==> config.mk <==
export PLATFORM = sky130hd
export DESIGN_NAME = double_ended_queue_core
export DESIGN_NICKNAME = d
export VERILOG_FILES = /design/src/deq_pkg.sv /design/src/double_ended_queue_core.sv /design/src/deq_ctrl.sv /design/src/deq_datapath.sv
export SDC_FILE = /design/constraint.sdc
export NUM_CORES = 1
export LEC_CHECK = 0
export BUFFER_PORTS_ARGS = -buffer_cell sky130_fd_sc_hd__clkbuf_2
export CORE_UTILIZATION = 50
export DETAILED_ROUTE_END_ITERATION = 8
export PLACE_DENSITY = 0.67
export RECOVER_POWER = 25
export REMOVE_ABC_BUFFERS = 1
export SETUP_SLACK_MARGIN = 0.4
export SYNTH_ARGS = -nofsm -noshare
export SYNTH_HDL_FRONTEND = slang
export SYNTH_SLANG_ARGS = --single-unit
==> constraint.sdc <==
create_clock -name clk -period 7.85 [get_ports clk]
set_input_delay 1.1775 -clock clk [delete_from_list [all_inputs] [get_ports clk]]
set_output_delay 1.1775 -clock clk [all_outputs]
set_load 0.02 [all_outputs]
==> src/deq_pkg.sv <==
// shared types, codes and constants for the double-ended queue
package deq_pkg;

  localparam int DEQ_DEPTH      = 16;
  localparam int DEQ_DATA_WIDTH = 32;

  localparam int IN_DATA_W  = 40;
  localparam int OUT_DATA_W = 40;
  localparam int ACTION_W   = 3;
  localparam int VALUE_W    = 32;
  localparam int STATUS_W   = 2;
  localparam int COUNT_W    = 5;

  typedef enum logic [ACTION_W-1:0] {
    ACT_PUSH_FRONT = 3'd0,
    ACT_PUSH_REAR  = 3'd1,
    ACT_POP_FRONT  = 3'd2,
    ACT_POP_REAR   = 3'd3,
    ACT_PEEK_FRONT = 3'd4,
    ACT_PEEK_REAR  = 3'd5
  } action_t;

  typedef enum logic [STATUS_W-1:0] {
    STAT_DONE  = 2'd0,
    STAT_EMPTY = 2'd1,
    STAT_FULL  = 2'd2
  } status_t;

  typedef enum logic {
    S_IDLE,
    S_DONE
  } state_t;

  typedef struct packed {
    logic exec;
    logic load;
  } ctl_cmd_t;

endpackage

==> src/double_ended_queue_core.sv <==
// top level of the bounded double-ended queue
// Bounded double-ended queue of DEPTH signed words held in a circular buffer with head and
// tail pointers and an entry count. Each input beat is one request: push front or rear,
// pop front or rear (the removed word is returned), or peek front or rear. A pop or peek
// on an empty queue returns status empty, a push on a full queue returns status full, and
// neither changes anything; unused action codes return done with no change. Every request
// yields exactly one output beat carrying the status, the word (zero when none) and the
// entry count after the request. One request is in flight at a time: on acceptance the
// buffer is accessed with registered read data, then the output register is loaded once
// the output slot is free. The next request is taken while that beat waits.
module double_ended_queue_core #(
  parameter int DEPTH      = deq_pkg::DEQ_DEPTH,
  parameter int DATA_WIDTH = deq_pkg::DEQ_DATA_WIDTH
) (
  input  logic                           clk,
  input  logic                           rst,
  input  logic                           s_tvalid,
  output logic                           s_tready,
  input  logic [deq_pkg::IN_DATA_W-1:0]  s_tdata,  // action[2:0], value[34:3]
  output logic                           m_tvalid,
  input  logic                           m_tready,
  output logic [deq_pkg::OUT_DATA_W-1:0] m_tdata   // status[1:0], data_out[33:2], entry_count[38:34]
);
  import deq_pkg::*;

  ctl_cmd_t cmd;

  deq_ctrl u_ctrl (
    .clk      (clk),
    .rst      (rst),
    .s_tvalid (s_tvalid),
    .s_tready (s_tready),
    .m_tvalid (m_tvalid),
    .m_tready (m_tready),
    .cmd      (cmd)
  );

  deq_datapath #(
    .DEPTH      (DEPTH),
    .DATA_WIDTH (DATA_WIDTH)
  ) u_datapath (
    .clk     (clk),
    .rst     (rst),
    .cmd     (cmd),
    .s_tdata (s_tdata),
    .m_tdata (m_tdata)
  );

endmodule

==> src/deq_ctrl.sv <==
// controller: request sequencing and output beat handshake
module deq_ctrl (
  input  logic              clk,
  input  logic              rst,
  input  logic              s_tvalid,
  output logic              s_tready,
  output logic              m_tvalid,
  input  logic              m_tready,
  output deq_pkg::ctl_cmd_t cmd
);
  import deq_pkg::*;

  state_t state;
  state_t state_next;
  logic   m_valid_next;

  always_ff @(posedge clk) begin
    if (rst) begin
      state    <= S_IDLE;
      m_tvalid <= 1'b0;
    end else begin
      state    <= state_next;
      m_tvalid <= m_valid_next;
    end
  end

  always_comb begin
    state_next   = state;
    s_tready     = 1'b0;
    cmd.exec     = 1'b0;
    cmd.load     = 1'b0;
    m_valid_next = m_tvalid && !m_tready;
    unique case (state)
      S_IDLE: begin
        s_tready = 1'b1;
        if (s_tvalid) begin
          cmd.exec   = 1'b1;
          state_next = S_DONE;
        end
      end
      S_DONE: begin
        // output slot free or draining this cycle
        if (!m_tvalid || m_tready) begin
          cmd.load     = 1'b1;
          m_valid_next = 1'b1;
          state_next   = S_IDLE;
        end
      end
      default: state_next = S_IDLE;
    endcase
  end

endmodule

==> src/deq_datapath.sv <==
// datapath: circular buffer, pointers, count and output register
module deq_datapath #(
  parameter int DEPTH      = deq_pkg::DEQ_DEPTH,
  parameter int DATA_WIDTH = deq_pkg::DEQ_DATA_WIDTH
) (
  input  logic                            clk,
  input  logic                            rst,
  input  deq_pkg::ctl_cmd_t               cmd,
  input  logic [deq_pkg::IN_DATA_W-1:0]   s_tdata,
  output logic [deq_pkg::OUT_DATA_W-1:0]  m_tdata
);
  import deq_pkg::*;

  localparam int PTR_W = (DEPTH > 1) ? $clog2(DEPTH) : 1;
  localparam int CNT_W = $clog2(DEPTH + 1);
  localparam logic [PTR_W-1:0] LAST_SLOT = PTR_W'(DEPTH - 1);
  localparam logic [CNT_W-1:0] FULL_CNT  = CNT_W'(DEPTH);

  logic [DATA_WIDTH-1:0] mem [DEPTH];

  logic [PTR_W-1:0] head_index;
  logic [PTR_W-1:0] tail_index;
  logic [CNT_W-1:0] held;
  logic [PTR_W-1:0] head_index_next;
  logic [PTR_W-1:0] tail_index_next;
  logic [CNT_W-1:0] held_next;

  logic [PTR_W-1:0] head_prev;
  logic [PTR_W-1:0] head_succ;
  logic [PTR_W-1:0] tail_prev;
  logic [PTR_W-1:0] tail_succ;

  logic [ACTION_W-1:0]   action;
  logic signed [VALUE_W-1:0] value;
  logic signed [63:0]    value_ext;
  logic [DATA_WIDTH-1:0] word;

  logic                  we;
  logic [PTR_W-1:0]      waddr;
  logic [PTR_W-1:0]      raddr;
  logic                  ret_word_next;
  status_t               stat_next;

  logic [DATA_WIDTH-1:0] rdata;
  logic                  ret_word;
  status_t               stat;
  logic signed [63:0]    rdata_ext;
  logic [VALUE_W-1:0]    data_sel;
  logic [31:0]           held_wide;

  status_t               out_status;
  logic [VALUE_W-1:0]    out_data;
  logic [COUNT_W-1:0]    out_count;

  assign action    = s_tdata[ACTION_W-1:0];
  assign value     = s_tdata[ACTION_W +: VALUE_W];
  assign value_ext = 64'(value);
  assign word      = value_ext[DATA_WIDTH-1:0];

  assign head_prev = (head_index == '0) ? LAST_SLOT : head_index - 1'b1;
  assign head_succ = (head_index == LAST_SLOT) ? '0 : head_index + 1'b1;
  assign tail_prev = (tail_index == '0) ? LAST_SLOT : tail_index - 1'b1;
  assign tail_succ = (tail_index == LAST_SLOT) ? '0 : tail_index + 1'b1;

  always_comb begin
    head_index_next = head_index;
    tail_index_next = tail_index;
    held_next       = held;
    we              = 1'b0;
    waddr           = tail_index;
    raddr           = head_index;
    ret_word_next   = 1'b0;
    stat_next       = STAT_DONE;
    unique case (action)
      ACT_PUSH_FRONT, ACT_PUSH_REAR: begin
        if (held == FULL_CNT) begin
          stat_next = STAT_FULL;
        end else begin
          we        = 1'b1;
          held_next = held + 1'b1;
          if (action == ACT_PUSH_FRONT) begin
            waddr           = head_prev;
            head_index_next = head_prev;
          end else begin
            waddr           = tail_index;
            tail_index_next = tail_succ;
          end
        end
      end
      ACT_POP_FRONT, ACT_POP_REAR, ACT_PEEK_FRONT, ACT_PEEK_REAR: begin
        if (held == '0) begin
          stat_next = STAT_EMPTY;
        end else begin
          ret_word_next = 1'b1;
          if (action == ACT_POP_FRONT || action == ACT_PEEK_FRONT) begin
            raddr = head_index;
          end else begin
            raddr = tail_prev;
          end
          if (action == ACT_POP_FRONT) begin
            head_index_next = head_succ;
            held_next       = held - 1'b1;
          end
          if (action == ACT_POP_REAR) begin
            tail_index_next = tail_prev;
            held_next       = held - 1'b1;
          end
        end
      end
      default: begin
      end
    endcase
  end

  always_ff @(posedge clk) begin
    if (cmd.exec && we) begin
      mem[waddr] <= word;
    end
    if (cmd.exec) begin
      rdata <= mem[raddr];
    end
  end

  always_ff @(posedge clk) begin
    if (rst) begin
      head_index <= '0;
      tail_index <= '0;
      held       <= '0;
    end else if (cmd.exec) begin
      head_index <= head_index_next;
      tail_index <= tail_index_next;
      held       <= held_next;
    end
  end

  always_ff @(posedge clk) begin
    if (cmd.exec) begin
      ret_word <= ret_word_next;
      stat     <= stat_next;
    end
  end

  assign rdata_ext = 64'(signed'(rdata));
  assign data_sel  = ret_word ? rdata_ext[VALUE_W-1:0] : '0;
  assign held_wide = 32'(held);

  always_ff @(posedge clk) begin
    if (cmd.load) begin
      out_status <= stat;
      out_data   <= data_sel;
      out_count  <= held_wide[COUNT_W-1:0];
    end
  end

  assign m_tdata = {{(OUT_DATA_W - STATUS_W - VALUE_W - COUNT_W){1'b0}},
                    out_count, out_data, out_status};

endmodule

==> results of run 1 <==
final cells by class:
| cell class | count | area share (%) |
|---|---|---|
| repair buffers | 115 | 2.39 |
| well taps | 615 | 2.83 |
| clock inverters | 35 | 1.48 |
| flip-flops and latches | 601 | 65.8 |
| clock buffers | 71 | 5.75 |
| multi-input cells | 859 | 21.3 |
| inverters | 38 | 0.524 |
| diodes | 2 | 0.0184 |
worst min path at each step:
stage | from | to | slack, ns
floorplan | u_datapath.stat[0] | u_datapath.out_status[0] | 0.40
global placement | u_datapath.stat[1] | u_datapath.out_status[1] | 0.40
detailed placement | u_datapath.stat[0] | u_datapath.out_status[0] | 0.42
CTS | u_datapath.stat[0] | u_datapath.out_status[0] | 0.44
global route | u_datapath.stat[0] | u_datapath.out_status[0] | 0.46
finish | u_datapath.stat[0] | u_datapath.out_status[0] | 0.43
where the power goes:
group / leakage [nW] / internal (mW) / switching (mW)
clock: 0.948 / 1.71 / 1.18
combinational: 2.51 / 0.219 / 0.546
sequential: 5.44 / 3.61 / 0.0252
cells in the mapped netlist, types with 7 or more instances:
library cell  number
dfxtp_1           15
a21oi_1          148
a211oi_1         155
and2_1            33
nor2_1            39
a221oi_1         129
clkbuf_1         103
buf_1             11
o21ai_0            8
or4_1             32
nand2_1          143
edfxtp_1         586
ha_1               7
o21a_1           105
xnor2_1            7
buf_2             25
inv_1             37
through the flow:
| stage | setup TNS (ns) | instance area, um^2 | power, mW |
|---|---|---|---|
| after detailed placement | 0 | 25300 | 4.46 |
| after floorplan | -41.92 | 23600 | 4.18 |
| after global routing | 0 | 27200 | 7.51 |
| after global placement | 0 | 25300 | 4.45 |
| after CTS | 0 | 27200 | 7.32 |
| final | 0 | 27200 | 7.29 |
cells by family after synthesis:
family,count (synthesis),synth area share [%]
flip-flops,601,73.9
AO/OA/AOI/OAI,563,16.6
AND/OR/NAND/NOR,269,5.30
buffers and inverters,179,2.95
XOR/XNOR,10,0.393
adder cells (fa/ha/maj),8,0.445
multiplexers,8,0.362
other,1,0.0155
state kept, by name, summed over array words and instances, names as in the netlist:
| signal | count |
|---|---|
| u_ctrl.m_tvalid | 1 |
| u_ctrl.state | 1 |
| u_datapath.head_index | 4 |
| u_datapath.held | 5 |
| u_datapath.mem | 512 |
| u_datapath.out_count | 5 |
| u_datapath.out_data | 32 |
| u_datapath.out_status | 2 |
| u_datapath.rdata | 32 |
| u_datapath.ret_word | 1 |
| u_datapath.stat | 2 |
| u_datapath.tail_index | 4 |
routing by layer:
metal,wire length (um),track usage (%)
met5,25,0
met2,28500,39.0
met1,26400,35.9
met3,5240,4.16
met4,1370,7.55
==> flow_summary.yaml, run 1 <==
finish:
  drive_above_1_share_pct: 12.4
  fillers: 3638
  area_growth_pct: 12.5
  fin_cells: 2336
  mostFrequentLayoutCell: "edfxtp_1"
  multi_input_area_mm2: 0.00579
  nets: 1726
  post-route-util_pct: 57.0
  regArea_mm2: 0.0179
  mostFrequentLayoutCells: "edfxtp_1 (586), a211oi_1 (155), a21oi_1 (147)"
global_routing:
  grt_pass1_vias: 14400
  grt_antenna_before_repair: 2
  grt_overflow_total: 0
  grt_pass1_wl_um: 91100
  track_usage_pct: 24.9
  grt_max_degree: 153
sta:
  slew_viol_final: 0
  worst_slack_ns: 2.83
  report.final.setup_viol: 0
  whs_ns: 0.434
  skew_ns: 0.0155
  timing.final.hold_violations: 0
  rsz0062_at_grt: "no"
  fmaxAchievable_mhz: 199
  worst_slew_pin_slew_ns: 1.24
  final.min_clock_period_ns: 5.02
  period_share_pct: 64.0
  slew_headroom_pct: 17.2
clock_tree:
  cts_resized: 0
  hold_buffers: 0
  clockRootBuffer: "clkbuf_16"
  numCtsBuffers: 59
  clk_path_buf_depth: 3
  path_clk_slew_ns: 0.06
  h-tree-depth: 2
  insertion_delay_ns: 0.62
  cts_tree: "done"
  post_cts_buffers: 0
  clock-sinks: 601
yosys:
  netlist_area_mm2: 0.0242
  yosys-top-cells-area: "edfxtp_1 (73%), a211oi_1 (4.8%), a221oi_1 (4.7%)"
  ys_warn_count: 0
  synth.avg_cell_area_um2: 14.8
  yosysSeqAreaShare_pct: 73.9
  synth_seq_cells: 601
  synth_cell_types: 52
  yosysTopAreaCell: "edfxtp_1"
  synth.top_cell.area_share_pct: 72.7
  netlist_instances: 1639
  synth_ff_type: "edfxtp_1"
  synth_edf_count: 586
  async_reset_ff_share_pct: 0
setup_path:
  crit_slowest_cell: "a22o_4"
  path_buf_inv: 4
  reg2reg_depth: 10
  cpPeakStageDelay_ns: 0.97
  arrival_ns: 5.50
  r2r_slack_ns: 3.46
  criticalPathCategory: "input pin to flip-flop"
  critPathTopFamily: "compound AO/OA/AOI/OAI gates"
  r2r-start: "u_datapath.tail_index[0]"
  timing.rr.end: "u_datapath.rdata[17]"
  crit_chain: "clkbuf_2 -> xor2_2 -> inv_2 -> nor4_4 -> buf_4 -> a22o_4 -> buf_12 -> a221oi_1 -> a211oi_1 -> or4_1"
  end_kind: "flip-flop"
  cp-endpoint: "u_datapath.rdata[17]"
  crit_required_ns: 8.32
  cp.depth: 10
  worstSetupStartpoint: "s_tdata[1]"
  start_kind: "input pin"
  cp_max_fo: 152
hold_path:
  hold_depth: 0
  hold_class: "flip-flop to flip-flop"
route:
  drc: 0
  drt_iter0_markers: 1906
  viasPerCell: 6.40
  via_count: 14900
  drtAntennaViolNets: 0
  dr.pass1.iters: 5
  wl_per_cell_um: 26.3
  routed_wirelength_um: 61500
run:
  cap_violations: 0
placed_design:
  dp_slack_ns: 2.33
  place_congestion: 0.801
  dp_cells: 2228
  portBuffers: 79
  dp_hpwl_um: 28700
floorplanning:
  std_cell_rows: 80
  start_util_pct: 50.7
  dieArea_mm2: 0.0493
  die_w_um: 222
  die_y_um: 222
  core_mm2: 0.0477
  ioPinCount: 86
power_and_ir_drop:
  p_leak_nw: 8.89
  vdd_drop_max_mv: 0.148
  power.density_mw_per_mm2: 268
run_status:
  outcome: "finished, final reports clean"
(Power assumes the default switching activity.)
==> inputs of run 2 (changes only) <==
--- a/config.mk
+++ b/config.mk
@@ -8,7 +8,7 @@
 export BUFFER_PORTS_ARGS = -buffer_cell sky130_fd_sc_hd__clkbuf_2
 export CORE_UTILIZATION = 50
 export DETAILED_ROUTE_END_ITERATION = 8
-export PLACE_DENSITY = 0.67
+export PLACE_DENSITY = 0.69
 export RECOVER_POWER = 25
 export REMOVE_ABC_BUFFERS = 1
 export SETUP_SLACK_MARGIN = 0.4
==> constraint.sdc (replaced) <==
create_clock -name clk -period 4.6 [get_ports clk]
set_input_delay 0.69 -clock clk [delete_from_list [all_inputs] [get_ports clk]]
set_output_delay 0.69 -clock clk [all_outputs]
set_load 0.02 [all_outputs]
==> run 2 against run 1 <==
Net effect:
- flip-flop and latch count stayed put
- first-iteration DRC count is 4.9% lower
- highest routed layer unchanged
- critical path depth down 1
- sequential power up 71%
- clock power rose by 63%
- cell count rose by 0.94%
- total power increased by 69%
- combinational power is 79% higher
- utilization is 0.75 points higher
- count of clock-buffer cells in the layout stayed put
==> flow_summary.yaml, run 2 (synthesized netlist as in run 1, its figures left out) <==
power_and_ir_drop:
  vdd_drop_max_mv: 0.343
  finalPower_mw: 12.3
  switchingPower_mw: 3.03
  comb_power_share_pct: 11.2
  p_clk_share_pct: 38.3
  power.density_mw_per_mm2: 445
  p_leak_nw: 9.03
  swShare_pct: 24.7
  power_frac_seq_pct: 50.6
  cellInternalPower_mw: 9.25
finish:
  reg_top3: "u_datapath.mem (512), u_datapath.out_data (32), u_datapath.rdata (32)"
  fin_cells: 2358
  area_growth_pct: 14.0
  largest_register_ffs: 512
  mostFrequentLayoutCell: "edfxtp_1"
  nets: 1742
  drive_above_1_share_pct: 13.2
  regMostFlops: "u_datapath.mem"
  mostFrequentLayoutCells: "edfxtp_1 (586), a211oi_1 (155), a21oi_1 (147)"
global_routing:
  grt_max_degree: 105
  grt_pass1_wl_um: 94200
  track_usage_pct: 25.6
  grt_antenna_before_repair: 5
  grt_overflow_total: 0
  grt_pass1_vias: 15000
sta:
  report.final.setup_viol: 0
  rsz0062_at_grt: "no"
  period_share_pct: 85.3
  skew_ns: 0.0265
  slew_viol_final: 0
  worst_slack_ns: 0.677
  whs_ns: 0.349
  fmaxAchievable_mhz: 255
  final.min_clock_period_ns: 3.92
  worst_slew_pin_slew_ns: 1.20
  timing.final.hold_violations: 0
  slew_headroom_pct: 19.6
floorplanning:
  core_mm2: 0.0477
  start_util_pct: 50.7
  die_y_um: 222
  ioPinCount: 86
  die_w_um: 222
  std_cell_rows: 80
  dieArea_mm2: 0.0493
setup_path:
  cp_max_fo: 56
  reg2reg_depth: 9
  crit_chain: "inv_1 -> ha_1 -> nor3b_1 -> nand2b_4 -> buf_4 -> o21a_1 -> a221oi_1 -> a211oi_1 -> or4_1"
  r2r-start: "u_datapath.tail_index[0]"
  start_kind: "flip-flop"
  arrival_ns: 4.28
  r2r_slack_ns: 0.68
  crit_required_ns: 4.96
  timing.rr.end: "u_datapath.rdata[16]"
  criticalPathCategory: "flip-flop to flip-flop"
  end_kind: "flip-flop"
  cpPeakStageDelay_ns: 0.61
  crit_slowest_cell: "nand2b_4"
clock_tree:
  post_cts_buffers: 0
  clockRootBuffer: "clkbuf_16"
  numCtsBuffers: 59
  h-tree-depth: 2
  hold_buffers: 0
  cts_resized: 0
  clk_path_buf_depth: 3
  insertion_delay_ns: 0.63
  path_clk_slew_ns: 0.06
  cts_tree: "done"
  clock-sinks: 601
placed_design:
  place_congestion: 0.777
  dp_hpwl_um: 30500
  portBuffers: 79
  dp_cells: 2244
  dp_slack_ns: 0.761
run:
  cap_violations: 0
route:
  routed_wirelength_um: 62900
  drtAntennaViolNets: 0
  via_count: 15300
  drc: 0
  wl_per_cell_um: 26.7
  drt_iter0_markers: 1813
  viasPerCell: 6.50
  dr.pass1.iters: 5
hold_path:
  hold_depth: 3
  hold_class: "input pin to flip-flop"
  hp-start: "s_tvalid"
  hold_end: "u_ctrl.state"
run_status:
  outcome: "finished, final reports clean"
-- run 2: changes by cell type in the layout (fill, tap and decap cells not counted), sizes merged --
cell | previous run | this run
buf | 36 | 52
clkinv | 20 | 31
bufinv | 9 | 5
clkinvlp | 4 | 2
diode | 2 | 3
-- run 2: metrics by stage --
step	util, %	area, um^2	TNS (ns)
after floorplan	-	23600	-200.85
after global placement	53.9	25700	0
after detailed placement	53.9	25700	0
after CTS	57.8	27600	0
after global routing	57.8	27600	0
final	57.8	27600	0
-- run 2: worst max-delay path by stage --
stage	startpoint	to	slack, ns
final	u_datapath.tail_index[0]	u_datapath.rdata[16]	0.68
after floorplan	u_datapath.held[0]	u_datapath.rdata[0]	-4.43
after global placement	u_datapath.tail_index[0]	u_datapath.rdata[21]	0.90
after CTS	u_datapath.tail_index[0]	u_datapath.rdata[16]	0.72
after detailed placement	u_datapath.tail_index[0]	u_datapath.rdata[16]	0.76
after global routing	u_datapath.tail_index[0]	u_datapath.rdata[18]	0.50
-- run 2: power groups by stage --
stage,combinational (mW),sequential [mW],clock [mW]
2_1_floorplan,0.784,6.35,0
3_3_place_gp,1.33,6.32,0
3_5_place_dp,1.36,6.33,0
4_1_cts,1.37,6.21,4.75
5_1_grt,1.47,6.22,4.95
6_report,1.37,6.21,4.70
-- run 2: metal layers --
metal	share of wire [%]	vias up	GRT usage, %
li1	-	6618	-
met1	41	7725	35.7
met2	47	849	40.8
met3	8.9	140	4.65
met4	2.8	4	8.51
met5	0.045	-	0
-- run 2: area by class of cell --
cell class,count,area (um^2)
flip-flops and latches,601,17900
diodes,3,7.51
well taps,615,769
clock buffers,71,1540
multi-input cells,859,5790
fillers,3526,20200
inverters,38,143
repair buffers,131,1100
clock inverters,40,334
-- run 2: worst max-delay path, delay by kind of cell (launching register included) --
| family | cells | cell delay, ns |
|---|---|---|
| and+or+nand+nor | 3 | 1.34 |
| buffers and inverters | 2 | 0.80 |
| AOI/OAI and AO/OA | 3 | 0.67 |
| DFF | 1 | 0.51 |
| adders and majority gates | 1 | 0.32 |
